==> src/hw/rtl/cfpad_pkg.sv <==
// Shared types, constants and AES round functions for the CAN frame pair decrypter.
// Depends on nothing; every other RTL file of the block imports it.
package cfpad_pkg;

  localparam int unsigned QUEUE_DEPTH = 2;
  localparam int unsigned ADDR_W = 5;
  localparam int unsigned DATA_W = 64;

  localparam logic [63:0] RESYNC_MAGIC = 64'hEFBEADDEBEBAFECA;
  localparam logic [28:0] CIPHER_ID_RESET = 29'h1000_0000;
  localparam logic [3:0] CAN_MAX_LEN = 4'd8;

  typedef enum logic [1:0] {
    REG_KEY_LOW = 2'd0,
    REG_KEY_HIGH = 2'd1,
    REG_CIPHER_ID_A = 2'd2,
    REG_CIPHER_ID_B = 2'd3
  } cfpad_reg_e;

  typedef enum logic {
    KIND_RESYNC = 1'b0,
    KIND_DECRYPT = 1'b1
  } cfpad_kind_e;

  // One unit of work for the back end. For a resync frame only blk[63:0] is used.
  typedef struct packed {
    cfpad_kind_e kind;
    logic [31:0] id;
    logic [3:0] len;
    logic [127:0] blk;
  } cfpad_job_t;

  localparam logic [7:0] SBOX [256] = '{
    8'h63,8'h7c,8'h77,8'h7b,8'hf2,8'h6b,8'h6f,8'hc5,8'h30,8'h01,8'h67,8'h2b,8'hfe,8'hd7,8'hab,8'h76,
    8'hca,8'h82,8'hc9,8'h7d,8'hfa,8'h59,8'h47,8'hf0,8'had,8'hd4,8'ha2,8'haf,8'h9c,8'ha4,8'h72,8'hc0,
    8'hb7,8'hfd,8'h93,8'h26,8'h36,8'h3f,8'hf7,8'hcc,8'h34,8'ha5,8'he5,8'hf1,8'h71,8'hd8,8'h31,8'h15,
    8'h04,8'hc7,8'h23,8'hc3,8'h18,8'h96,8'h05,8'h9a,8'h07,8'h12,8'h80,8'he2,8'heb,8'h27,8'hb2,8'h75,
    8'h09,8'h83,8'h2c,8'h1a,8'h1b,8'h6e,8'h5a,8'ha0,8'h52,8'h3b,8'hd6,8'hb3,8'h29,8'he3,8'h2f,8'h84,
    8'h53,8'hd1,8'h00,8'hed,8'h20,8'hfc,8'hb1,8'h5b,8'h6a,8'hcb,8'hbe,8'h39,8'h4a,8'h4c,8'h58,8'hcf,
    8'hd0,8'hef,8'haa,8'hfb,8'h43,8'h4d,8'h33,8'h85,8'h45,8'hf9,8'h02,8'h7f,8'h50,8'h3c,8'h9f,8'ha8,
    8'h51,8'ha3,8'h40,8'h8f,8'h92,8'h9d,8'h38,8'hf5,8'hbc,8'hb6,8'hda,8'h21,8'h10,8'hff,8'hf3,8'hd2,
    8'hcd,8'h0c,8'h13,8'hec,8'h5f,8'h97,8'h44,8'h17,8'hc4,8'ha7,8'h7e,8'h3d,8'h64,8'h5d,8'h19,8'h73,
    8'h60,8'h81,8'h4f,8'hdc,8'h22,8'h2a,8'h90,8'h88,8'h46,8'hee,8'hb8,8'h14,8'hde,8'h5e,8'h0b,8'hdb,
    8'he0,8'h32,8'h3a,8'h0a,8'h49,8'h06,8'h24,8'h5c,8'hc2,8'hd3,8'hac,8'h62,8'h91,8'h95,8'he4,8'h79,
    8'he7,8'hc8,8'h37,8'h6d,8'h8d,8'hd5,8'h4e,8'ha9,8'h6c,8'h56,8'hf4,8'hea,8'h65,8'h7a,8'hae,8'h08,
    8'hba,8'h78,8'h25,8'h2e,8'h1c,8'ha6,8'hb4,8'hc6,8'he8,8'hdd,8'h74,8'h1f,8'h4b,8'hbd,8'h8b,8'h8a,
    8'h70,8'h3e,8'hb5,8'h66,8'h48,8'h03,8'hf6,8'h0e,8'h61,8'h35,8'h57,8'hb9,8'h86,8'hc1,8'h1d,8'h9e,
    8'he1,8'hf8,8'h98,8'h11,8'h69,8'hd9,8'h8e,8'h94,8'h9b,8'h1e,8'h87,8'he9,8'hce,8'h55,8'h28,8'hdf,
    8'h8c,8'ha1,8'h89,8'h0d,8'hbf,8'he6,8'h42,8'h68,8'h41,8'h99,8'h2d,8'h0f,8'hb0,8'h54,8'hbb,8'h16
  };

  localparam logic [7:0] INV_SBOX [256] = '{
    8'h52,8'h09,8'h6a,8'hd5,8'h30,8'h36,8'ha5,8'h38,8'hbf,8'h40,8'ha3,8'h9e,8'h81,8'hf3,8'hd7,8'hfb,
    8'h7c,8'he3,8'h39,8'h82,8'h9b,8'h2f,8'hff,8'h87,8'h34,8'h8e,8'h43,8'h44,8'hc4,8'hde,8'he9,8'hcb,
    8'h54,8'h7b,8'h94,8'h32,8'ha6,8'hc2,8'h23,8'h3d,8'hee,8'h4c,8'h95,8'h0b,8'h42,8'hfa,8'hc3,8'h4e,
    8'h08,8'h2e,8'ha1,8'h66,8'h28,8'hd9,8'h24,8'hb2,8'h76,8'h5b,8'ha2,8'h49,8'h6d,8'h8b,8'hd1,8'h25,
    8'h72,8'hf8,8'hf6,8'h64,8'h86,8'h68,8'h98,8'h16,8'hd4,8'ha4,8'h5c,8'hcc,8'h5d,8'h65,8'hb6,8'h92,
    8'h6c,8'h70,8'h48,8'h50,8'hfd,8'hed,8'hb9,8'hda,8'h5e,8'h15,8'h46,8'h57,8'ha7,8'h8d,8'h9d,8'h84,
    8'h90,8'hd8,8'hab,8'h00,8'h8c,8'hbc,8'hd3,8'h0a,8'hf7,8'he4,8'h58,8'h05,8'hb8,8'hb3,8'h45,8'h06,
    8'hd0,8'h2c,8'h1e,8'h8f,8'hca,8'h3f,8'h0f,8'h02,8'hc1,8'haf,8'hbd,8'h03,8'h01,8'h13,8'h8a,8'h6b,
    8'h3a,8'h91,8'h11,8'h41,8'h4f,8'h67,8'hdc,8'hea,8'h97,8'hf2,8'hcf,8'hce,8'hf0,8'hb4,8'he6,8'h73,
    8'h96,8'hac,8'h74,8'h22,8'he7,8'had,8'h35,8'h85,8'he2,8'hf9,8'h37,8'he8,8'h1c,8'h75,8'hdf,8'h6e,
    8'h47,8'hf1,8'h1a,8'h71,8'h1d,8'h29,8'hc5,8'h89,8'h6f,8'hb7,8'h62,8'h0e,8'haa,8'h18,8'hbe,8'h1b,
    8'hfc,8'h56,8'h3e,8'h4b,8'hc6,8'hd2,8'h79,8'h20,8'h9a,8'hdb,8'hc0,8'hfe,8'h78,8'hcd,8'h5a,8'hf4,
    8'h1f,8'hdd,8'ha8,8'h33,8'h88,8'h07,8'hc7,8'h31,8'hb1,8'h12,8'h10,8'h59,8'h27,8'h80,8'hec,8'h5f,
    8'h60,8'h51,8'h7f,8'ha9,8'h19,8'hb5,8'h4a,8'h0d,8'h2d,8'he5,8'h7a,8'h9f,8'h93,8'hc9,8'h9c,8'hef,
    8'ha0,8'he0,8'h3b,8'h4d,8'hae,8'h2a,8'hf5,8'hb0,8'hc8,8'heb,8'hbb,8'h3c,8'h83,8'h53,8'h99,8'h61,
    8'h17,8'h2b,8'h04,8'h7e,8'hba,8'h77,8'hd6,8'h26,8'he1,8'h69,8'h14,8'h63,8'h55,8'h21,8'h0c,8'h7d
  };

  function automatic logic [7:0] xtime(input logic [7:0] a);
    xtime = {a[6:0], 1'b0} ^ (a[7] ? 8'h1b : 8'h00);
  endfunction

  // Inverse of xtime, used to walk the round constant back down.
  function automatic logic [7:0] xtime_inv(input logic [7:0] a);
    xtime_inv = a[0] ? ({1'b0, a[7:1] ^ 7'h0d} | 8'h80) : {1'b0, a[7:1]};
  endfunction

  // RotWord, SubWord and the round constant applied to one little-endian word.
  function automatic logic [31:0] sub_rot(input logic [31:0] w, input logic [7:0] rc);
    sub_rot = {SBOX[w[7:0]], SBOX[w[31:24]], SBOX[w[23:16]], SBOX[w[15:8]] ^ rc};
  endfunction

  function automatic logic [127:0] key_step_fwd(input logic [127:0] k, input logic [7:0] rc);
    logic [31:0] w0, w1, w2, w3;
    w0 = k[31:0] ^ sub_rot(k[127:96], rc);
    w1 = k[63:32] ^ w0;
    w2 = k[95:64] ^ w1;
    w3 = k[127:96] ^ w2;
    key_step_fwd = {w3, w2, w1, w0};
  endfunction

  function automatic logic [127:0] key_step_inv(input logic [127:0] k, input logic [7:0] rc);
    logic [31:0] p0, p1, p2, p3;
    p3 = k[127:96] ^ k[95:64];
    p2 = k[95:64] ^ k[63:32];
    p1 = k[63:32] ^ k[31:0];
    p0 = k[31:0] ^ sub_rot(p3, rc);
    key_step_inv = {p3, p2, p1, p0};
  endfunction

  // InvShiftRows followed by InvSubBytes.
  function automatic logic [127:0] inv_shift_sub(input logic [127:0] s);
    logic [127:0] t;
    logic [1:0] col;
    t = '0;
    for (int c = 0; c < 4; c++) begin
      for (int j = 0; j < 4; j++) begin
        col = 2'(c - j);
        t[8*(j+4*c) +: 8] = INV_SBOX[s[8*(j + 4*int'(col)) +: 8]];
      end
    end
    inv_shift_sub = t;
  endfunction

  function automatic logic [127:0] inv_mix(input logic [127:0] s);
    logic [127:0] t;
    logic [7:0] a [4];
    logic [7:0] m9 [4];
    logic [7:0] m11 [4];
    logic [7:0] m13 [4];
    logic [7:0] m14 [4];
    logic [7:0] x2, x4, x8;
    t = '0;
    for (int c = 0; c < 4; c++) begin
      for (int j = 0; j < 4; j++) begin
        a[j] = s[8*(4*c+j) +: 8];
        x2 = xtime(a[j]);
        x4 = xtime(x2);
        x8 = xtime(x4);
        m9[j] = x8 ^ a[j];
        m11[j] = x8 ^ x2 ^ a[j];
        m13[j] = x8 ^ x4 ^ a[j];
        m14[j] = x8 ^ x4 ^ x2;
      end
      t[8*(4*c) +: 8] = m14[0] ^ m11[1] ^ m13[2] ^ m9[3];
      t[8*(4*c+1) +: 8] = m9[0] ^ m14[1] ^ m11[2] ^ m13[3];
      t[8*(4*c+2) +: 8] = m13[0] ^ m9[1] ^ m14[2] ^ m11[3];
      t[8*(4*c+3) +: 8] = m11[0] ^ m13[1] ^ m9[2] ^ m14[3];
    end
    inv_mix = t;
  endfunction

endpackage

==> src/hw/rtl/cfpad_fifo.sv <==
// Short job queue that decouples the frame classifier from the AES back end.
// Depends on cfpad_pkg for the job type.
module cfpad_fifo import cfpad_pkg::*; #(
  parameter int unsigned Depth = QUEUE_DEPTH
) (
  input  logic       clk_i,
  input  logic       rst_ni,
  input  logic       push_i,
  input  cfpad_job_t wdata_i,
  input  logic       pop_i,
  output cfpad_job_t rdata_o,
  output logic       full_o,
  output logic       empty_o
);

  localparam int unsigned PtrW = (Depth > 1) ? $clog2(Depth) : 1;
  localparam int unsigned CntW = $clog2(Depth + 1);

  cfpad_job_t mem_q [Depth];
  logic [PtrW-1:0] wr_ptr_q, wr_ptr_d, rd_ptr_q, rd_ptr_d;
  logic [CntW-1:0] cnt_q, cnt_d;
  logic do_push, do_pop;

  assign full_o = (cnt_q == CntW'(Depth));
  assign empty_o = (cnt_q == '0);
  assign do_push = push_i && !full_o;
  assign do_pop = pop_i && !empty_o;
  assign rdata_o = mem_q[rd_ptr_q];

  always_comb begin
    wr_ptr_d = wr_ptr_q;
    rd_ptr_d = rd_ptr_q;
    if (do_push) begin
      wr_ptr_d = (wr_ptr_q == PtrW'(Depth - 1)) ? '0 : wr_ptr_q + 1'b1;
    end
    if (do_pop) begin
      rd_ptr_d = (rd_ptr_q == PtrW'(Depth - 1)) ? '0 : rd_ptr_q + 1'b1;
    end
    cnt_d = cnt_q + CntW'(do_push) - CntW'(do_pop);
  end

  always_ff @(posedge clk_i or negedge rst_ni) begin
    if (!rst_ni) begin
      wr_ptr_q <= '0;
      rd_ptr_q <= '0;
      cnt_q <= '0;
    end else begin
      wr_ptr_q <= wr_ptr_d;
      rd_ptr_q <= rd_ptr_d;
      cnt_q <= cnt_d;
    end
  end

  always_ff @(posedge clk_i) begin
    if (do_push) begin
      mem_q[wr_ptr_q] <= wdata_i;
    end
  end

endmodule

==> config.mk <==
export PLATFORM = sky130hd
export DESIGN_NAME = cfpad_fifo
export DESIGN_NICKNAME = d
export VERILOG_FILES = /design/src/hw/rtl/cfpad_pkg.sv /design/src/hw/rtl/cfpad_fifo.sv
export SDC_FILE = /design/constraint.sdc
export NUM_CORES = 1
export LEC_CHECK = 0
export BUFFER_PORTS_ARGS = -buffer_cell sky130_fd_sc_hd__buf_2
export CAP_MARGIN = 20
export CORE_MARGIN = 2
export CORE_UTILIZATION = 45
export CTS_CLUSTER_SIZE = 20
export DETAILED_ROUTE_END_ITERATION = 10
export PLACE_DENSITY = 0.76
export SYNTH_ARGS = -nofsm -noshare
export SYNTH_HDL_FRONTEND = slang
export SYNTH_SLANG_ARGS = --single-unit
==> constraint.sdc <==
create_clock -name clk_i -period 8.9 [get_ports clk_i]
set_input_delay 1.335 -clock clk_i [delete_from_list [all_inputs] [get_ports clk_i]]
set_output_delay 1.335 -clock clk_i [all_outputs]
set_load 0.02 [all_outputs]
## Word level (Yosys, flattened, before mapping)

Memory sizes are Yosys's and may differ from the RTL's.
Cells that the tools add are included.
Widths: inputs -> output; s select.

- Output and inout bits: 167
- Register bits after elaboration: 4
- Word-level logic and storage cells: 18
- Bits in writable memories: 330
- Memories: 1

Memories:

| name | depth | width | read ports | clocked after Yosys merged registers in | write ports | RTL line | text |
|---|---|---|---|---|---|---|---|
| mem_q | 2 | 165 | 1 | 0 | 1 | cfpad_fifo.sv:19 | `cfpad_job_t mem_q [Depth];` |

- Add/sub/neg operators: 4
- Equal/unequal tests: 1
- Reductions and logical operators: 5
- Mux-type cells: 4

Operators by type and width:

| cell | count |
|---|---|
| $mux 1 | 4 |
| $add 1x1->1 const B | 2 |
| $add 2x1->2 | 1 |
| $eq 2x2->1 const B | 1 |
| $logic_and 1x1->1 | 2 |
| $logic_not 1->1 | 2 |
| $logic_not 2->1 | 1 |
| $sub 2x1->2 | 1 |

## Longest topological paths before layout

- Depth after elaboration: 5
- Gate-level depth with buffers: 7
- Depth with buffers taken out: 7

## Worst setup path after synthesis

OpenSTA, ideal clock, no wires.

- Kind: in2reg
- From: input port push_i
- To: memory mem_q[0][0] (netlist bit) (enable)
- Required time: 8.208 ns
- Stages: 2
- Path buffers: 0
- Slack: -0.067 ns
- Arrival time: 8.276 ns
- Setup time: 0.692 ns
- Cells stage by stage: nand2_1 -> nor2_1

- Cells in the longest elaborated chain, start to end: 3

Ends and longest elaborated chain:

| element | RTL line | text |
|---|---|---|
| from (decl) | cfpad_fifo.sv:8 | `input logic push_i,` |
| $logic_and 1x1->1 | cfpad_fifo.sv:26 | `assign do_push = push_i && !full_o;` |
| $mux 1 | cfpad_fifo.sv:55 | `if (do_push) begin` |
| $mux 1 (not written as such) | cfpad_fifo.sv:56 | `mem_q[wr_ptr_q] <= wdata_i;` |
| to (decl) | cfpad_fifo.sv:19 |  |

No other way between the ends.

==> key figures <==
Status
  – Status: completed

Global route
  – First-pass GRT wire length: 33,800 µm
  – Tot GR Track Use: 15.3%
  – Overflow after GRT: 0
  – Largest net degree at the start of global routing: 74
  – Initial antenna violation count: 3
  – Vias in the first global route: 6,504

Synthesis
  – Yosys reg bits: 334
  – Synth Area per Inst: 22.9 µm²
  – Syn Nets: 702
  – Synth top area share: 81.6%
  – Commonest cells post-synth: 330 x edfxtp_1, 165 x mux2_2, 14 x buf_6
  – Top cells by area, synth: edfxtp_1 82%, mux2_2 15%, buf_6 1.3%
  – EDFF count, synth: 330
  – Async S/R FF share, synth: 1.20%
  – Distinct cells, synth: 15
  – Seq/Total Area, Yosys: 82.4%
  – Synth Warn #: 0
  – Prevailing post-synth register cell: edfxtp_1
  – Post-synth top area cell: edfxtp_1
  – Mapped Area: 0.0121 mm²
  – Count leader, synth: edfxtp_1
  – Syn Inst Count: 531

STA
  – Final Skew: 8.23 ps
  – Hold Vio Cnt, Final: 0
  – RSZ-0062 raised after global routing: no
  – Setup_tns: 0 ps
  – Worst slew pin tran: 999 ps
  – Tmin final: 3970 ps
  – Upper clock frequency limit: 252 MHz
  – Final Max Slew Viols: 0
  – Tcrit/Tclk final: 44.6%
  – Endpoints failing setup: 0
  – Worst hold slack: 537 ps
  – Slew HR: 33.4%

Clock network
  – CTS tree: yes
  – Clock slew at reported path FFs: 60 ps
  – Clock Latency Late Sink: 490 ps
  – Post_cts resized: 0
  – CTS sink count: 334
  – Num CTS Buffers: 35
  – Post-CTS Setup Inserts: 0
  – Clock root buffer: clkbuf_16
  – Clock tree buffer depth: 3
  – CTS Hold Buffers Added: 0
  – H-tree depth: 2

Placement
  – Routability Congestion: 0.747
  – Dpl cell area: 0.0141 mm²
  – # port buffers: 335
  – Placed Cells: 1,195
  – Hpwl dp: 14,900 µm

Detailed routing
  – Via density: 4.90
  – First-pass DRT Iterations: 5
  – Vias after detailed routing: 6,181
  – Average wire per standard cell: 18.2 µm
  – Post-Route WL: 23,000 µm
  – Post-route antenna net violation count: 0
  – Initial drt markers: 316
  – DRC Markers: 0

Hold path
  – Hold Crit Start: cnt_q[0]
  – Worst Hold Path Cells: 1
  – Hold Path Class: flip-flop to flip-flop
  – Sink of the worst hold path: cnt_q[0]

Floorplanning
  – Die height: 168 µm
  – Initial core utilization: 45.5%
  – Row count: 60
  – Die area: 0.0283 mm²
  – IO Pins: 336
  – Width of the die: 168 µm
  – Core box area: 0.0267 mm²

Power
  – Pwr dens: 349 mW/mm²
  – VDD IR max: 0.218 mV
  – LEAKAGE: 5.71 nW

Cells and area
  – Nets: 1,062
  – Layout Utilization: 57.1%
  – P&R area growth vs syn: 25.6%
  – Layout cells sized above 1: 60.7%
  – Final Cell Area: 0.0153 mm²
  – Layout Cells excl Fill: 1,261

Worst setup path
  – CP endpoint kind: primary output
  – Required time worst endpoint: 7570 ps
  – Crit path DAT: 2640 ps
  – CP Class: flip-flop to primary output
  – RR Endpoint: mem_q[0][94]
  – Crit path launch: rd_ptr_q
  – Worst r2r path cells: 4
  – Setup slack, reg-to-reg: 6180 ps
  – Worst setup SP type: flip-flop
  – Worst-path maximum fanout: 69
  – R2R Path Start: cnt_q[1]

Job
  – Max Cap Viol: 0
[cells by family after synthesis]
| group | Yosys count | share of synthesized area (%) |
|---|---|---|
| adder cells (fa/ha/maj) | 2 | 0.206 |
| AND/OR/NAND/NOR | 6 | 0.247 |
| multiplexers | 165 | 15.3 |
| flip-flops | 334 | 82.4 |
| buffers and inverters | 20 | 1.57 |
| XOR/XNOR | 4 | 0.288 |
[registers in the layout (all words and copies together), names as in the netlist]
name and cells:
cnt_q 2, wr_ptr_q 1, mem_q 330, rd_ptr_q 1
[metal layers]
metal	global-route usage [%]	vias up	wire [µm]
met3	5.78	54	1990
met5	0	-	0
met2	27.5	252	11900
met4	5.92	0	688
met1	16.4	3023	8370
li1	-	2852	-
[cell usage in the layout (no fill, tap or decap), drive strengths merged]
| cell type | synthesis | routed |
|---|---|---|
| edfxtp | 330 | 330 |
| mux2 | 165 | 165 |
| bufinv | 0 | 3 |
| dfrtp | 4 | 4 |
| and3 | 1 | 1 |
| clkbuf | 0 | 46 |
| nand2 | 1 | 1 |
| diode | 0 | 3 |
| xnor2 | 3 | 3 |
| ha | 2 | 2 |
| clkinv | 0 | 14 |
| nand2b | 1 | 1 |
| nor2 | 2 | 2 |
| buf | 18 | 341 |
| xor2 | 1 | 1 |
| nor2b | 1 | 1 |
| inv | 2 | 2 |
[worst max-delay path by stage]
stage                   end  depth (start not counted)
2_1_floorplan   mem_q[0][0]                          2
3_3_place_gp   mem_q[0][93]                          4
3_5_place_dp   mem_q[0][96]                          4
4_1_cts        rdata_o[126]                          3
5_1_grt         rdata_o[62]                          3
6_report       rdata_o[151]                          3
[layout make-up]
| class | instances | area (µm²) |
|---|---|---|
| antenna | 3 | 7.51 |
| fill | 2059 | 11500 |
| inverter | 2 | 7.51 |
| clock buffer | 46 | 960 |
| timing repair buffer | 341 | 1720 |
| multi-input combinational | 177 | 1960 |
| clock inverter | 17 | 160 |
| tap | 341 | 427 |
| sequential | 334 | 10000 |
[worst max-delay path, stage by stage, from the launching register on]
cell and delay, ps:
dfrtp_4 690, buf_4 790, mux2_2 420, buf_2 170
[where the power goes]
part	switching [mW]	leakage, nW	internal (mW)
registers	0.0975	3.11	2.16
clock network	0.552	0.550	0.847
logic	1.04	2.05	0.632
total	1.69	5.71	3.63
[stage by stage]
step | setup WS, ps | power, mW
finish | 4930 | 5.32
CTS | 4840 | 5.40
floorplan | 2720 | 3.53
detailed placement | 5240 | 3.98
global route | 4760 | 5.56
global placement | 5270 | 3.95
Note: power is estimated with default switching activity, not from simulation.
