<file path="config.mk">
export PLATFORM = sky130hd
export DESIGN_NAME = cfpad_front
export DESIGN_NICKNAME = d
export VERILOG_FILES = /design/src/hw/rtl/cfpad_pkg.sv /design/src/hw/rtl/cfpad_front.sv
export SDC_FILE = /design/constraint.sdc
export NUM_CORES = 1
export LEC_CHECK = 0
export BUFFER_PORTS_ARGS = -buffer_cell sky130_fd_sc_hd__buf_2
export CORE_AREA = 3 3 128 130
export DETAILED_ROUTE_END_ITERATION = 16
export DIE_AREA = 0 0 131 133
export GPL_ROUTABILITY_DRIVEN = 0
export HOLD_SLACK_MARGIN = 0.02
export PLACE_DENSITY = 0.68
export SKIP_LAST_GASP = 1
export SYNTH_ARGS = -nofsm -noshare
export SYNTH_HDL_FRONTEND = slang
export SYNTH_SLANG_ARGS = --single-unit
</file>
<file path="constraint.sdc">
create_clock -name clk_i -period 9.6 [get_ports clk_i]
set_input_delay 2.88 -clock clk_i [delete_from_list [all_inputs] [get_ports clk_i]]
set_output_delay 2.88 -clock clk_i [all_outputs]
set_load 0.02 [all_outputs]
</file>
<file path="src/hw/rtl/cfpad_pkg.sv">
// Shared types, constants and AES round functions for the CAN frame pair decrypter.
// Depends on nothing; every other RTL file of the block imports it.
package cfpad_pkg;

  localparam int unsigned QUEUE_DEPTH = 2;
  localparam int unsigned ADDR_W = 5;
  localparam int unsigned DATA_W = 64;

  localparam logic [63:0] RESYNC_MAGIC = 64'hEFBEADDEBEBAFECA;
  localparam logic [28:0] CIPHER_ID_RESET = 29'h1000_0000;
  localparam logic [3:0] CAN_MAX_LEN = 4'd8;

  typedef enum logic [1:0] {
    REG_KEY_LOW = 2'd0,
    REG_KEY_HIGH = 2'd1,
    REG_CIPHER_ID_A = 2'd2,
    REG_CIPHER_ID_B = 2'd3
  } cfpad_reg_e;

  typedef enum logic {
    KIND_RESYNC = 1'b0,
    KIND_DECRYPT = 1'b1
  } cfpad_kind_e;

  // One unit of work for the back end. For a resync frame only blk[63:0] is used.
  typedef struct packed {
    cfpad_kind_e kind;
    logic [31:0] id;
    logic [3:0] len;
    logic [127:0] blk;
  } cfpad_job_t;

  localparam logic [7:0] SBOX [256] = '{
    8'h63,8'h7c,8'h77,8'h7b,8'hf2,8'h6b,8'h6f,8'hc5,8'h30,8'h01,8'h67,8'h2b,8'hfe,8'hd7,8'hab,8'h76,
    8'hca,8'h82,8'hc9,8'h7d,8'hfa,8'h59,8'h47,8'hf0,8'had,8'hd4,8'ha2,8'haf,8'h9c,8'ha4,8'h72,8'hc0,
    8'hb7,8'hfd,8'h93,8'h26,8'h36,8'h3f,8'hf7,8'hcc,8'h34,8'ha5,8'he5,8'hf1,8'h71,8'hd8,8'h31,8'h15,
    8'h04,8'hc7,8'h23,8'hc3,8'h18,8'h96,8'h05,8'h9a,8'h07,8'h12,8'h80,8'he2,8'heb,8'h27,8'hb2,8'h75,
    8'h09,8'h83,8'h2c,8'h1a,8'h1b,8'h6e,8'h5a,8'ha0,8'h52,8'h3b,8'hd6,8'hb3,8'h29,8'he3,8'h2f,8'h84,
    8'h53,8'hd1,8'h00,8'hed,8'h20,8'hfc,8'hb1,8'h5b,8'h6a,8'hcb,8'hbe,8'h39,8'h4a,8'h4c,8'h58,8'hcf,
    8'hd0,8'hef,8'haa,8'hfb,8'h43,8'h4d,8'h33,8'h85,8'h45,8'hf9,8'h02,8'h7f,8'h50,8'h3c,8'h9f,8'ha8,
    8'h51,8'ha3,8'h40,8'h8f,8'h92,8'h9d,8'h38,8'hf5,8'hbc,8'hb6,8'hda,8'h21,8'h10,8'hff,8'hf3,8'hd2,
    8'hcd,8'h0c,8'h13,8'hec,8'h5f,8'h97,8'h44,8'h17,8'hc4,8'ha7,8'h7e,8'h3d,8'h64,8'h5d,8'h19,8'h73,
    8'h60,8'h81,8'h4f,8'hdc,8'h22,8'h2a,8'h90,8'h88,8'h46,8'hee,8'hb8,8'h14,8'hde,8'h5e,8'h0b,8'hdb,
    8'he0,8'h32,8'h3a,8'h0a,8'h49,8'h06,8'h24,8'h5c,8'hc2,8'hd3,8'hac,8'h62,8'h91,8'h95,8'he4,8'h79,
    8'he7,8'hc8,8'h37,8'h6d,8'h8d,8'hd5,8'h4e,8'ha9,8'h6c,8'h56,8'hf4,8'hea,8'h65,8'h7a,8'hae,8'h08,
    8'hba,8'h78,8'h25,8'h2e,8'h1c,8'ha6,8'hb4,8'hc6,8'he8,8'hdd,8'h74,8'h1f,8'h4b,8'hbd,8'h8b,8'h8a,
    8'h70,8'h3e,8'hb5,8'h66,8'h48,8'h03,8'hf6,8'h0e,8'h61,8'h35,8'h57,8'hb9,8'h86,8'hc1,8'h1d,8'h9e,
    8'he1,8'hf8,8'h98,8'h11,8'h69,8'hd9,8'h8e,8'h94,8'h9b,8'h1e,8'h87,8'he9,8'hce,8'h55,8'h28,8'hdf,
    8'h8c,8'ha1,8'h89,8'h0d,8'hbf,8'he6,8'h42,8'h68,8'h41,8'h99,8'h2d,8'h0f,8'hb0,8'h54,8'hbb,8'h16
  };

  localparam logic [7:0] INV_SBOX [256] = '{
    8'h52,8'h09,8'h6a,8'hd5,8'h30,8'h36,8'ha5,8'h38,8'hbf,8'h40,8'ha3,8'h9e,8'h81,8'hf3,8'hd7,8'hfb,
    8'h7c,8'he3,8'h39,8'h82,8'h9b,8'h2f,8'hff,8'h87,8'h34,8'h8e,8'h43,8'h44,8'hc4,8'hde,8'he9,8'hcb,
    8'h54,8'h7b,8'h94,8'h32,8'ha6,8'hc2,8'h23,8'h3d,8'hee,8'h4c,8'h95,8'h0b,8'h42,8'hfa,8'hc3,8'h4e,
    8'h08,8'h2e,8'ha1,8'h66,8'h28,8'hd9,8'h24,8'hb2,8'h76,8'h5b,8'ha2,8'h49,8'h6d,8'h8b,8'hd1,8'h25,
    8'h72,8'hf8,8'hf6,8'h64,8'h86,8'h68,8'h98,8'h16,8'hd4,8'ha4,8'h5c,8'hcc,8'h5d,8'h65,8'hb6,8'h92,
    8'h6c,8'h70,8'h48,8'h50,8'hfd,8'hed,8'hb9,8'hda,8'h5e,8'h15,8'h46,8'h57,8'ha7,8'h8d,8'h9d,8'h84,
    8'h90,8'hd8,8'hab,8'h00,8'h8c,8'hbc,8'hd3,8'h0a,8'hf7,8'he4,8'h58,8'h05,8'hb8,8'hb3,8'h45,8'h06,
    8'hd0,8'h2c,8'h1e,8'h8f,8'hca,8'h3f,8'h0f,8'h02,8'hc1,8'haf,8'hbd,8'h03,8'h01,8'h13,8'h8a,8'h6b,
    8'h3a,8'h91,8'h11,8'h41,8'h4f,8'h67,8'hdc,8'hea,8'h97,8'hf2,8'hcf,8'hce,8'hf0,8'hb4,8'he6,8'h73,
    8'h96,8'hac,8'h74,8'h22,8'he7,8'had,8'h35,8'h85,8'he2,8'hf9,8'h37,8'he8,8'h1c,8'h75,8'hdf,8'h6e,
    8'h47,8'hf1,8'h1a,8'h71,8'h1d,8'h29,8'hc5,8'h89,8'h6f,8'hb7,8'h62,8'h0e,8'haa,8'h18,8'hbe,8'h1b,
    8'hfc,8'h56,8'h3e,8'h4b,8'hc6,8'hd2,8'h79,8'h20,8'h9a,8'hdb,8'hc0,8'hfe,8'h78,8'hcd,8'h5a,8'hf4,
    8'h1f,8'hdd,8'ha8,8'h33,8'h88,8'h07,8'hc7,8'h31,8'hb1,8'h12,8'h10,8'h59,8'h27,8'h80,8'hec,8'h5f,
    8'h60,8'h51,8'h7f,8'ha9,8'h19,8'hb5,8'h4a,8'h0d,8'h2d,8'he5,8'h7a,8'h9f,8'h93,8'hc9,8'h9c,8'hef,
    8'ha0,8'he0,8'h3b,8'h4d,8'hae,8'h2a,8'hf5,8'hb0,8'hc8,8'heb,8'hbb,8'h3c,8'h83,8'h53,8'h99,8'h61,
    8'h17,8'h2b,8'h04,8'h7e,8'hba,8'h77,8'hd6,8'h26,8'he1,8'h69,8'h14,8'h63,8'h55,8'h21,8'h0c,8'h7d
  };

  function automatic logic [7:0] xtime(input logic [7:0] a);
    xtime = {a[6:0], 1'b0} ^ (a[7] ? 8'h1b : 8'h00);
  endfunction

  // Inverse of xtime, used to walk the round constant back down.
  function automatic logic [7:0] xtime_inv(input logic [7:0] a);
    xtime_inv = a[0] ? ({1'b0, a[7:1] ^ 7'h0d} | 8'h80) : {1'b0, a[7:1]};
  endfunction

  // RotWord, SubWord and the round constant applied to one little-endian word.
  function automatic logic [31:0] sub_rot(input logic [31:0] w, input logic [7:0] rc);
    sub_rot = {SBOX[w[7:0]], SBOX[w[31:24]], SBOX[w[23:16]], SBOX[w[15:8]] ^ rc};
  endfunction

  function automatic logic [127:0] key_step_fwd(input logic [127:0] k, input logic [7:0] rc);
    logic [31:0] w0, w1, w2, w3;
    w0 = k[31:0] ^ sub_rot(k[127:96], rc);
    w1 = k[63:32] ^ w0;
    w2 = k[95:64] ^ w1;
    w3 = k[127:96] ^ w2;
    key_step_fwd = {w3, w2, w1, w0};
  endfunction

  function automatic logic [127:0] key_step_inv(input logic [127:0] k, input logic [7:0] rc);
    logic [31:0] p0, p1, p2, p3;
    p3 = k[127:96] ^ k[95:64];
    p2 = k[95:64] ^ k[63:32];
    p1 = k[63:32] ^ k[31:0];
    p0 = k[31:0] ^ sub_rot(p3, rc);
    key_step_inv = {p3, p2, p1, p0};
  endfunction

  // InvShiftRows followed by InvSubBytes.
  function automatic logic [127:0] inv_shift_sub(input logic [127:0] s);
    logic [127:0] t;
    logic [1:0] col;
    t = '0;
    for (int c = 0; c < 4; c++) begin
      for (int j = 0; j < 4; j++) begin
        col = 2'(c - j);
        t[8*(j+4*c) +: 8] = INV_SBOX[s[8*(j + 4*int'(col)) +: 8]];
      end
    end
    inv_shift_sub = t;
  endfunction

  function automatic logic [127:0] inv_mix(input logic [127:0] s);
    logic [127:0] t;
    logic [7:0] a [4];
    logic [7:0] m9 [4];
    logic [7:0] m11 [4];
    logic [7:0] m13 [4];
    logic [7:0] m14 [4];
    logic [7:0] x2, x4, x8;
    t = '0;
    for (int c = 0; c < 4; c++) begin
      for (int j = 0; j < 4; j++) begin
        a[j] = s[8*(4*c+j) +: 8];
        x2 = xtime(a[j]);
        x4 = xtime(x2);
        x8 = xtime(x4);
        m9[j] = x8 ^ a[j];
        m11[j] = x8 ^ x2 ^ a[j];
        m13[j] = x8 ^ x4 ^ a[j];
        m14[j] = x8 ^ x4 ^ x2;
      end
      t[8*(4*c) +: 8] = m14[0] ^ m11[1] ^ m13[2] ^ m9[3];
      t[8*(4*c+1) +: 8] = m9[0] ^ m14[1] ^ m11[2] ^ m13[3];
      t[8*(4*c+2) +: 8] = m13[0] ^ m9[1] ^ m14[2] ^ m11[3];
      t[8*(4*c+3) +: 8] = m11[0] ^ m13[1] ^ m9[2] ^ m14[3];
    end
    inv_mix = t;
  endfunction

endpackage

</file>
<file path="src/hw/rtl/cfpad_front.sv">
// Front end: classifies received frames, pairs cipher halves and queues jobs.
// Depends on cfpad_pkg for the job type and the resync magic.
module cfpad_front import cfpad_pkg::*; (
  input  logic        clk_i,
  input  logic        rst_ni,
  input  logic        accept_i,
  input  logic [31:0] frame_id_i,
  input  logic [3:0]  frame_len_i,
  input  logic [63:0] frame_data_i,
  input  logic [28:0] cipher_id_a_i,
  input  logic [28:0] cipher_id_b_i,
  output logic        job_push_o,
  output cfpad_job_t  job_o
);

  logic [63:0] held_q;
  logic phase_q, phase_d;
  logic is_magic, is_cipher;

  assign is_magic = (frame_data_i == RESYNC_MAGIC);
  assign is_cipher = (frame_len_i == CAN_MAX_LEN) &&
                     ((frame_id_i[28:0] == cipher_id_a_i) ||
                      (frame_id_i[28:0] == cipher_id_b_i));

  always_comb begin
    phase_d = phase_q;
    job_push_o = 1'b0;
    job_o.kind = KIND_RESYNC;
    job_o.id = frame_id_i;
    job_o.len = frame_len_i;
    job_o.blk = {frame_data_i, held_q};
    if (accept_i) begin
      if (is_magic) begin
        phase_d = 1'b0;
        job_push_o = 1'b1;
        job_o.blk = {64'd0, frame_data_i};
      end else if (is_cipher) begin
        phase_d = !phase_q;
        if (phase_q) begin
          job_push_o = 1'b1;
          job_o.kind = KIND_DECRYPT;
        end
      end
    end
  end

  always_ff @(posedge clk_i or negedge rst_ni) begin
    if (!rst_ni) begin
      phase_q <= 1'b0;
      held_q <= '0;
    end else begin
      phase_q <= phase_d;
      if (accept_i && !is_magic && is_cipher && !phase_q) begin
        held_q <= frame_data_i;
      end
    end
  end

endmodule

</file>
# ---- Word level (Yosys, flattened, before mapping)
# Index checks and enable logic that the tools add are counted.
dict set report classes {
  reduce_logical 9
  mul 0
  n_bitwise 0
  n_addsub 0
  n_lt_le_gt_ge 0
  n_eq_ne 4
  mux 10
  n_shift 0
  div 0
}
# cell n
set op_table {}
lappend op_table {{128-bit two-way mux} 2}
lappend op_table {{64-bit equality test, second input constant} 1}
lappend op_table {{29-bit equality test} 2}
lappend op_table {{1-bit two-way mux} 8}
lappend op_table {{4-bit equality test, second input constant} 1}
lappend op_table {{1-bit logical AND} 4}
lappend op_table {{1-bit logical NOT} 2}
lappend op_table {{2-bit AND reduction} 1}
lappend op_table {{2-bit nonzero test} 1}
lappend op_table {{1-bit logical OR} 1}
dict set report totals {
  register_bits 65
  mem_count 0
  latch_bits 0
  romBits 0
  wordCells 25
  input_bits 161
  ram_bits 0
}

# ---- Logic depth before layout (Yosys ltp)
# Gate-level depths: netlist of run 1.
dict set report depth {
  word_depth 6
  ltp_mapped 8
  mapped_depth_nobuf 6
}

# ---- Worst setup path before layout of run 1
# OpenSTA, ideal clock, no wires.
dict set report synth_timing {
  path_kind {input port to output port}
  startpoint {input frame_data_i[48]}
  endpoint {output job_o[17] (netlist name)}
  slack_ns 2.143
  n_path_buf 2
  stages 7
  required_time_ns 6.720
  t_arrival_ns 4.577
  cell_sequence {and4bb_1 -> nand2_1 -> or3_1 -> or4_4 -> buf_6 -> buf_2 -> nand2b_1}
}
# element line
set synth_lines {}
lappend synth_lines {{start, declared} cfpad_front.sv:9} ;# input logic [63:0] frame_data_i,
lappend synth_lines {{end, declared} cfpad_front.sv:13} ;# output cfpad_job_t job_o

==> summary.txt, run 1 <==
Netlist Area Pre-Place: 4510 sq um
Synth Flop Type: dfrtp_1
I/O Buffers: 320
Initial Util: 29.6%
CP startpoint kind: primary input
Met1 Use GR: 17.8%
Met2 usage: 30.9%
CTS sink count: 65
Remaining antenna violation count: 0
Vias/cell: 4.41
WL/cell: 16.4 um
Post-synthesis net count: 596
Cell count after synthesis: 435
Final worst-path cycle share: 85.8%
Site Rows: 45
Most frequent cell after synthesis: dfrtp_1
Initial antenna violation count: 0
Worst slew pin tran: 0.962 ns
Layout fillers: 1,583
Async set or reset register ratio after synthesis: 100%
RSZ-0062 raised after global routing: no
CP required: 6.72 ns
TritonCTS Buffers: 9
Critical path fanouts, max: 111
Synth Area per Inst: 10.4 sq um
Post-route setup TNS: 0 ns
CTS max path bufs: 2
Share of layout cells above drive strength 1: 50.8%
Post-synth EDFFs: 0
Reg2reg path depth: 3
Final Hold Fails: 0
Leakage power total: 3.52 nW
First-pass GRT wire length: 21,800 um
Maximum vdd drop: 0.0869 mV
Total congestion overflow: 0
Core box area: 15,300 sq um
Place WS: 1.23 ns
Critical path arrival: 5.36 ns
Die area: 17,400 sq um
Syn. warnings: 0
Postcts setup bufs: 0
DIE HEIGHT: 133 um
R2r startpoint: phase_q$_DFFE_PN0P_
Worst Setup SP: frame_data_i[8]
Fmax: 0.121 GHz
CTS Hold Bufs: 0
Sequential area share after synthesis: 36.1%
Final core occ: 40.9%
Final setup fails: 0
Placed Area: 5900 sq um
All-Layer GR Usage: 16.3%
Register Area: 1630 sq um
Post-synth top cells: dfrtp_1 (65), and2_1 (64), xnor2_1 (58)
WHS Endpoint: held_q[39]$_DFFE_PN0P_
Remaining DRCs: 0
Max Cap Viol: 0
Slew HR: 35.9%
#FFs+latches synth: 65
Nets: 857
R2R Path End: held_q[54]$_DFFE_PN0P_
Yosys top cell area share: 36.1%
Vias in the first global route: 3,922
Setup crit end kind: output port
Worst hold path type: flip-flop to flip-flop
Yosys top cell by area: dfrtp_1
R2r setup slk: 7.94 ns
Final Cell Area: 6250 sq um
H-tree depth: 3
Setup slack after layout: 1.36 ns
CTS tree: done
Pins Over Slew Limit: 0
Chip Width: 131 um
Post-CTS sizing: 0
Tot Pwr: 0.795 mW
Grt met3 use: 3.31%
HPWL after DPL: 12,400 um
Outcome: finished clean
Crit Path Category: primary input to output port
DR pass1 iterations: 4
Clk slew on worst S/H paths: 0.05 ns
1st-iter DRT viols: 72
GR peak layer: met2
Area growth from synthesis to layout: 38.5%
Routed vias: 4,021
Largest net degree at the start of global routing: 112
Clk Latency, worst-skew pair: 0.33 ns
# IOs: 327
Clock Skews: 0.00584 ns
Antenna diodes: 0
Ranking of synthesized cells by area: dfrtp_1 (36%), mux2_1 (12%), xnor2_1 (11%)
Multi-input combinational cell area: 2380 sq um
Cell variety after synth: 31
PD cells: 127 nW/um^2
Final min period: 8.24 ns
Hold path startpoint: held_q[39]$_DFFE_PN0P_
Root buffer cell: clkbuf_16
Final wirelength: 15,000 um
WHS Path Cells: 1
## report_power, final
part | leakage [nW] | total [mW] | switching (mW) | internal, mW
sequential | 0.909 | 0.274 | 0.00000000201 | 0.274
combinational | 2.45 | 0.144 | 0.0827 | 0.0615
clock | 0.162 | 0.377 | 0.124 | 0.253
## worst max-delay path: stages
cell and delay [ns]:
buf_2 0.11, nand4b_1 0.17, nor4_1 0.46, nand3_1 0.23, or4_4 0.93, and2_1 0.35, buf_2 0.16
## registers in the layout, summed over array words and instances, names as in the netlist
| register | count |
|---|---|
| held_q | 64 |
| phase_q | 1 |
## kinds of logic after synthesis
kind of cell           count (synthesis)  synth area share [%]
XOR/XNOR                              58                  11.3
flip-flops                            65                  36.1
AO/OA/AOI/OAI                          4                 0.860
buffers and inverters                 74                  11.3
AND/OR/NAND/NOR                      170                  24.5
multiplexers                          64                  16.0
## routing by layer
layer	part of all wire [%]	up-vias
met5	0	-
met2	54	201
met3	7.0	13
met4	1.8	0
li1	-	1949
met1	37	1858
## how the worst max path moves through the flow
stage / end / slack, ns / cells past startpoint
floorplan: job_o[17] / 2.14 / 7
global placement: job_o[111] / 1.19 / 7
detailed placement: job_o[93] / 1.23 / 7
CTS: job_o[93] / 1.21 / 7
global route: job_o[93] / 1.11 / 7
finish: job_o[93] / 1.36 / 7
## through the flow
stage               cells  hold slack [ns]
detailed placement    896            0.466
floorplan             435            0.448
global route          912            0.488
global placement      896            0.458
finish                912            0.473
CTS                   912            0.479
## cells in the final DEF (no fill, tap or decap)
master      count
and4_1          2
bufinv_16       3
nor4_1          7
and4bb_1        1
dfrtp_1        65
and2_1         64
nand3_1         5
or4_4           1
nand2b_1       47
clkinvlp_4      2
clkbuf_16       9
o21bai_1        1
nor4bb_1        2
buf_2         320
mux2_2         15
clkinv_4        1
a2111oi_4       1
nand4_1        14
nand4bb_1       1
nor3_1          1
nor4b_1         4
buf_4           3
xnor2_1        58
and4b_1         1
or3_1           1
nand4b_1       10
mux2_1         49
inv_1           1
nor2_1          2
and3_1          1
a22o_1          1
nand2_1         6
clkinv_2        1
a22oi_1         1
## final cells by class
class / count / share of cell area (%)
multi-input combinational: 296 / 38.2
inverter: 1 / 0.0601
clock buffer: 9 / 3.61
sequential: 65 / 26.0
clock inverter: 7 / 1.90
tap: 211 / 4.23
timing repair buffer: 323 / 26.0
(Power assumes the default switching activity.)
==> inputs of run 2 (changes only) <==
--- a/config.mk
+++ b/config.mk
@@ -11,6 +11,7 @@
 export DIE_AREA = 0 0 131 133
 export GPL_ROUTABILITY_DRIVEN = 0
 export HOLD_SLACK_MARGIN = 0.02
+export MAX_ROUTING_LAYER = met4
 export PLACE_DENSITY = 0.68
 export SKIP_LAST_GASP = 1
 export SYNTH_ARGS = -nofsm -noshare
==> constraint.sdc (replaced) <==
create_clock -name clk_i -period 9.6 [get_ports clk_i]
set_input_delay 0.48 -clock clk_i [delete_from_list [all_inputs] [get_ports clk_i]]
set_output_delay 0.48 -clock clk_i [all_outputs]
set_load 0.02 [all_outputs]
==> run 2 against run 1 <==
Wire length fell by 0.37%. Largest cell class unchanged. Cell count rose by 0.11%. Via count fell by 0.27%. Utilization fell by 0.30 points. Hold slack got worse by 0.12 ns.
==> summary.txt, run 2 (same netlist as run 1, synthesis figures left out) <==
Largest net degree at the start of global routing: 112 (unchanged)
Core box area: 15,300 sq um (unchanged)
WP buf/inv: 2 (unchanged)
Worst slew pin tran: 0.968 ns (+0.00645 ns)
Initial antenna violation count: 1 (+1)
Worst-path cell chain: buf_2, nand4b_1, nor4_1, nand3_1, or4_4, and2_1, buf_2
Final min period: 3.44 ns (-4.80 ns)
Worst hold path type: primary input to asynchronous set/reset pin
Postcts setup bufs: 0 (unchanged)
CP required: 9.12 ns (+2.40 ns)
Maximum vdd drop: 0.0802 mV (-7.7%)
Switching Fraction: 27.5% (+1.6 points)
Crit Path Category: primary input to output port
DIE HEIGHT: 133 um (unchanged)
Largest register FFs: 64 (unchanged)
CP startpoint kind: primary input
Final Hold Fails: 0 (unchanged)
Final setup fails: 0 (unchanged)
Slowest cell delay on critical path: 0.95 ns (+0.02 ns)
WL/cell: 16.3 um (-0.48%)
Routed vias: 4,010 (-0.27%)
HPWL after DPL: 12,500 um (+0.14%)
Area growth from synthesis to layout: 37.5%
CTS tree: done
Outcome: finished clean
Fmax: 0.290 GHz (+140%)
Critical path fanouts, max: 111 (unchanged)
Nets: 857 (unchanged)
Final cell count without fillers: 913 (+0.11%)
Initial Util: 29.6% (unchanged)
DR pass1 iterations: 4 (unchanged)
RSZ-0062 raised after global routing: no
Chip Width: 131 um (unchanged)
H-tree depth: 3 (unchanged)
TritonCTS Buffers: 9 (unchanged)
CTS max path bufs: 2 (unchanged)
Int Pwr: 0.536 mW (-9.0%)
Critical path arrival: 2.96 ns (-2.40 ns)
CP delay by family, top: simple AND/OR/NAND/NOR gates
Combinational share of power: 19.5% (+1.4 points)
Share of layout cells above drive strength 1: 50.8% (unchanged)
Pins Over Slew Limit: 0 (unchanged)
Total congestion overflow: 0 (unchanged)
Vias/cell: 4.39 (-0.38%)
Max Cap Viol: 0 (unchanged)
Site Rows: 45 (unchanged)
PD cells: 119 nW/um^2 (-6.4%)
All-Layer GR Usage: 16.7% (+0.38 points)
1st-iter DRT viols: 126 (+75%)
I/O Buffers: 320 (unchanged)
# IOs: 327 (unchanged)
Clk slew on worst S/H paths: 0.05 ns (about the same)
Largest registers: held_q x64, phase_q x1
Placed cells: 896 (unchanged)
First-pass GRT wire length: 21,700 um (-0.41%)
Leakage power total: 3.49 nW (-0.69%)
Final wirelength: 14,900 um (-0.37%)
Switching power total: 0.203 mW (-1.5%)
Clock Skews: 0.00353 ns (-0.00231 ns)
Post-CTS sizing: 0 (unchanged)
Post-route setup TNS: 0 ns (unchanged)
Remaining antenna violation count: 0 (unchanged)
Setup crit end kind: output port
CP max stage cell: or4_4
Reg power frac: 37.1% (+2.6 points)
Largest reg by FF count: held_q
Slew HR: 35.5% (-0.43 points)
CTS sink count: 65 (unchanged)
Most frequent CP cell: buf_2
Leading cell type in the layout, fill and taps excluded: buf_2
Root buffer cell: clkbuf_16
Die area: 17,400 sq um (unchanged)
CTS Hold Bufs: 0 (unchanged)
Most frequent cells in the layout: buf_2 (320), dfrtp_1 (65), and2_1 (64)
Clk Latency, worst-skew pair: 0.32 ns (about the same)
Final worst-path cycle share: 35.9% (-50 points)
Vias in the first global route: 3,928 (+0.15%)
Clock share of power: 43.4% (-4.0 points)
Remaining DRCs: 0 (unchanged)
[run 2: through the flow]
stage	instance area (sq um)	setup WS, ns	util [%]	power, mW	hold WS [ns]
global placement	5900	6.00	38.7	0.425	0.458
CTS	6200	6.03	40.6	0.755	0.383
floorplan	4510	6.94	-	0.356	0.184
finish	6200	6.16	40.6	0.739	0.352
global route	6200	5.97	40.6	0.775	0.395
detailed placement	5900	6.03	38.7	0.425	0.466
[run 2: power groups by stage]
stage	Clock [mW]	Combinational [mW]	Sequential [mW]
6_report	0.321	0.144	0.274
5_1_grt	0.345	0.156	0.274
4_1_cts	0.334	0.147	0.274
3_5_place_dp	0	0.146	0.279
3_3_place_gp	0	0.146	0.279
2_1_floorplan	0	0.0769	0.279
[run 2: final cells by class]
type,count,area [sq um]
diodes,1,2.50
clock buffers,9,225
repair buffers,323,1620
fillers,1563,9060
flip-flops and latches,65,1630
well taps,211,264
multi-input cells,296,2380
inverters,1,3.75
clock inverters,7,71.3
[run 2: worst paths after layout]
kind	depth (start not counted)	end	slack, ns	startpoint
min	2	held_q[26]$_DFFE_PN0P_	0.35	rst_ni
max reg2reg	3	held_q[50]$_DFFE_PN0P_	7.95	phase_q$_DFFE_PN0P_
min reg2reg	1	held_q[40]$_DFFE_PN0P_	0.47	held_q[40]$_DFFE_PN0P_
min in group clk_i	2	held_q[60]$_DFFE_PN0P_	0.40	frame_data_i[60]
max	7	job_o[93]	6.16	frame_data_i[8]
max in group asynchronous	2	held_q[46]$_DFFE_PN0P_	8.70	rst_ni
[run 2: worst register-to-register path: stages, from the launching register on]
cell and delay, ns:
dfrtp_1 0.43, a2111oi_4 0.25, buf_4 0.46, mux2_2 0.40
[run 2: metal layers]
metal  track usage (%)  up-vias  routed length (um)
met5                 -        -                   0
met4              5.31        0                 306
met3              2.79       14                 961
met2              30.7      203                7990
met1              17.8     1845                5660
li1                  -     1948                   -
==> inputs of run 3 (changes only) <==
--- a/config.mk
+++ b/config.mk
@@ -6,13 +6,13 @@
 export NUM_CORES = 1
 export LEC_CHECK = 0
 export BUFFER_PORTS_ARGS = -buffer_cell sky130_fd_sc_hd__buf_2
-export CORE_AREA = 3 3 128 130
+export CORE_AREA = 3 3 127 129
 export DETAILED_ROUTE_END_ITERATION = 16
-export DIE_AREA = 0 0 131 133
+export DIE_AREA = 0 0 130 132
 export GPL_ROUTABILITY_DRIVEN = 0
 export HOLD_SLACK_MARGIN = 0.02
 export MAX_ROUTING_LAYER = met4
-export PLACE_DENSITY = 0.68
+export PLACE_DENSITY = 0.71
 export SKIP_LAST_GASP = 1
 export SYNTH_ARGS = -nofsm -noshare
 export SYNTH_HDL_FRONTEND = slang
==> constraint.sdc (replaced) <==
create_clock -name clk_i -period 3 [get_ports clk_i]
set_input_delay 0.15 -clock clk_i [delete_from_list [all_inputs] [get_ports clk_i]]
set_output_delay 0.15 -clock clk_i [all_outputs]
set_load 0.02 [all_outputs]
==> run 3 against run 2 <==
Design area increased by 0.24%. Critical path type unchanged. Clock power rose to 3.3 times the previous value. Flip-flop and latch count unchanged. Sequential share of layout area down 0.063 points. Wire length down 0.62%. Sequential power grew to 3.2 times the previous value. Combinational power increased to 3.2 times the previous value. Highest routed layer unchanged.
==> summary.txt, run 3 (same netlist as run 1, synthesis figures left out) <==
First-pass GRT wire length: 21,700 um (unchanged)
All-Layer GR Usage: 16.9% (+0.18 points)
RSZ-0062 raised after global routing: no
Post-route setup TNS: 0 ns (unchanged)
Crit Path Category: primary input to output port
Largest net degree at the start of global routing: 75 (-33%)
Remaining DRCs: 0 (unchanged)
Core box area: 15,100 sq um (-0.74%)
H-tree depth: 3 (unchanged)
Total congestion overflow: 0 (unchanged)
Fmax: 0.400 GHz
Worst slew pin tran: 0.643 ns (-0.325 ns)
CTS max path bufs: 2 (unchanged)
R2R Path End: held_q[55]$_DFFE_PN0P_
Outcome: finished clean
CP startpoint kind: primary input
Final core occ: 41.0% (+0.40 points)
Worst Setup SP: frame_data_i[0]
TritonCTS Buffers: 9 (unchanged)
WL/cell: 16.6 um (+1.7%)
1st-iter DRT viols: 88 (-30%)
R2r setup slk: 1.40 ns (-6.55 ns)
Vias in the first global route: 3,936 (+0.20%)
Layout fillers: 1,529 (-2.2%)
Largest register FFs: 64 (unchanged)
Clk slew on worst S/H paths: 0.06 ns (about the same)
Leakage power total: 3.51 nW (+0.54%)
CP required: 2.85 ns (-6.27 ns)
Max Cap Viol: 0 (unchanged)
HPWL after DPL: 12,500 um (+0.34%)
Routed vias: 4,050 (+1.0%)
Critical path fanouts, max: 74 (-33%)
Final setup fails: 0 (unchanged)
Final worst-path cycle share: 83.4%
Clock Skews: 0.00491 ns (+0.00138 ns)
Final wirelength: 14,800 um (-0.62%)
Critical path arrival: 2.35 ns (-0.61 ns)
Most frequent cells in the layout: buf_2 (320), dfrtp_1 (65), and2_1 (64)
CP Capture Point: job_o[8]
DR pass1 iterations: 4 (unchanged)
Site Rows: 45 (unchanged)
Maximum vdd drop: 0.214 mV (+170%)
Final min period: 2.50 ns
Register Area: 1630 sq um (unchanged)
DIE HEIGHT: 132 um (-0.75%)
Antenna diodes: 0 (-1)
Leading cell type in the layout, fill and taps excluded: buf_2
Chip Width: 130 um (-0.76%)
Nets: 860 (+0.35%)
Clk Latency, worst-skew pair: 0.32 ns (about the same)
Root buffer cell: clkbuf_16
Reg2reg path depth: 3 (unchanged)
PD cells: 386 nW/um^2 (+220%)
Post-CTS sizing: 0 (unchanged)
Die area: 17,200 sq um (-1.5%)
I/O Buffers: 320 (unchanged)
Setup crit end kind: output port
CTS sink count: 65 (unchanged)
Largest reg by FF count: held_q
Worst hold path type: primary input to flip-flop
Vias/cell: 4.54 (+3.4%)
CTS tree: done
Final Hold Fails: 0 (unchanged)
# IOs: 327 (unchanged)
Initial Util: 29.8% (+0.22 points)
Pins Over Slew Limit: 0 (unchanged)
Share of layout cells above drive strength 1: 50.9% (+0.068 points)
Multi-input combinational cell area: 2380 sq um (unchanged)
Slew HR: 57.1% (+22 points)
Area growth from synthesis to layout: 37.8%
Initial antenna violation count: 2 (+1)
Remaining antenna violation count: 0 (unchanged)
R2r startpoint: phase_q$_DFFE_PN0P_
Postcts setup bufs: 0 (unchanged)
Largest registers: held_q x64, phase_q x1
-- run 3: changes by cell type in the layout (fill, tap and decap cells not counted), sizes merged --
cell	delta
buf	+2
clkbuf	+1
clkinv	-2
diode	-1
dlygate4sd3	+1
inv	+1
-- run 3: report_power, final --
group	total (mW)	internal, mW	switching (mW)
combinational	0.463	0.198	0.265
sequential	0.877	0.877	0.00000000638
clock	1.06	0.667	0.393
total	2.40	1.74	0.658
-- run 3: worst min path at each step --
stage / startpoint / to / slack [ns] / cells after the start
after floorplan: rst_ni / held_q[0]$_DFFE_PN0P_ / -0.15 / 0
after global placement: rst_ni / held_q[5]$_DFFE_PN0P_ / 0.21 / 1
after detailed placement: rst_ni / held_q[5]$_DFFE_PN0P_ / 0.21 / 1
after CTS: frame_data_i[60] / held_q[60]$_DFFE_PN0P_ / 0.05 / 2
after global routing: frame_data_i[62] / held_q[62]$_DFFE_PN0P_ / 0.07 / 2
final: frame_data_i[60] / held_q[60]$_DFFE_PN0P_ / 0.07 / 2
-- run 3: metrics by stage --
stage / total power, mW / hold slack (ns) / cell area (sq um) / std cells / setup slack [ns]
after floorplan: 1.14 / -0.146 / 4510 / 435 / 1.00
after global placement: 1.36 / 0.208 / 5900 / 875 / 0.305
after detailed placement: 1.36 / 0.214 / 5900 / 875 / 0.307
after CTS: 2.44 / 0.0523 / 6220 / 892 / 0.397
after global routing: 2.51 / 0.0654 / 6220 / 892 / 0.375
final: 2.40 / 0.0687 / 6220 / 892 / 0.499
-- run 3: timing repair --
action                                  in CTS  in global routing
endpoints found under the setup margin       0                  0
hold endpoints to repair                    27                  0
hold buffers                                 1                  0
-- run 3: worst max-delay path, cell delays in order --
cell and delay (ns):
buf_2 0.11, nand4bb_1 0.18, nor4_1 0.54, nand3_1 0.16, or4_4 0.44, buf_4 0.31, and2_1 0.25, buf_2 0.15
-- run 3: layout make-up --
type	instances	area share, %
flip-flops and latches	65	26.2
clock inverters	6	1.07
repair buffers	326	26.7
well taps	188	3.78
inverters	1	0.0604
clock buffers	10	3.84
multi-input cells	296	38.3
-- run 3: metal layers --
metal | GRT usage, % | up-vias | part of all wire (%)
met1 | 17.9 | 1875 | 38
li1 | - | 1948 | -
met5 | - | - | 0
met4 | 6.58 | 0 | 3.6
met2 | 30.9 | 202 | 53
met3 | 2.47 | 25 | 5.2
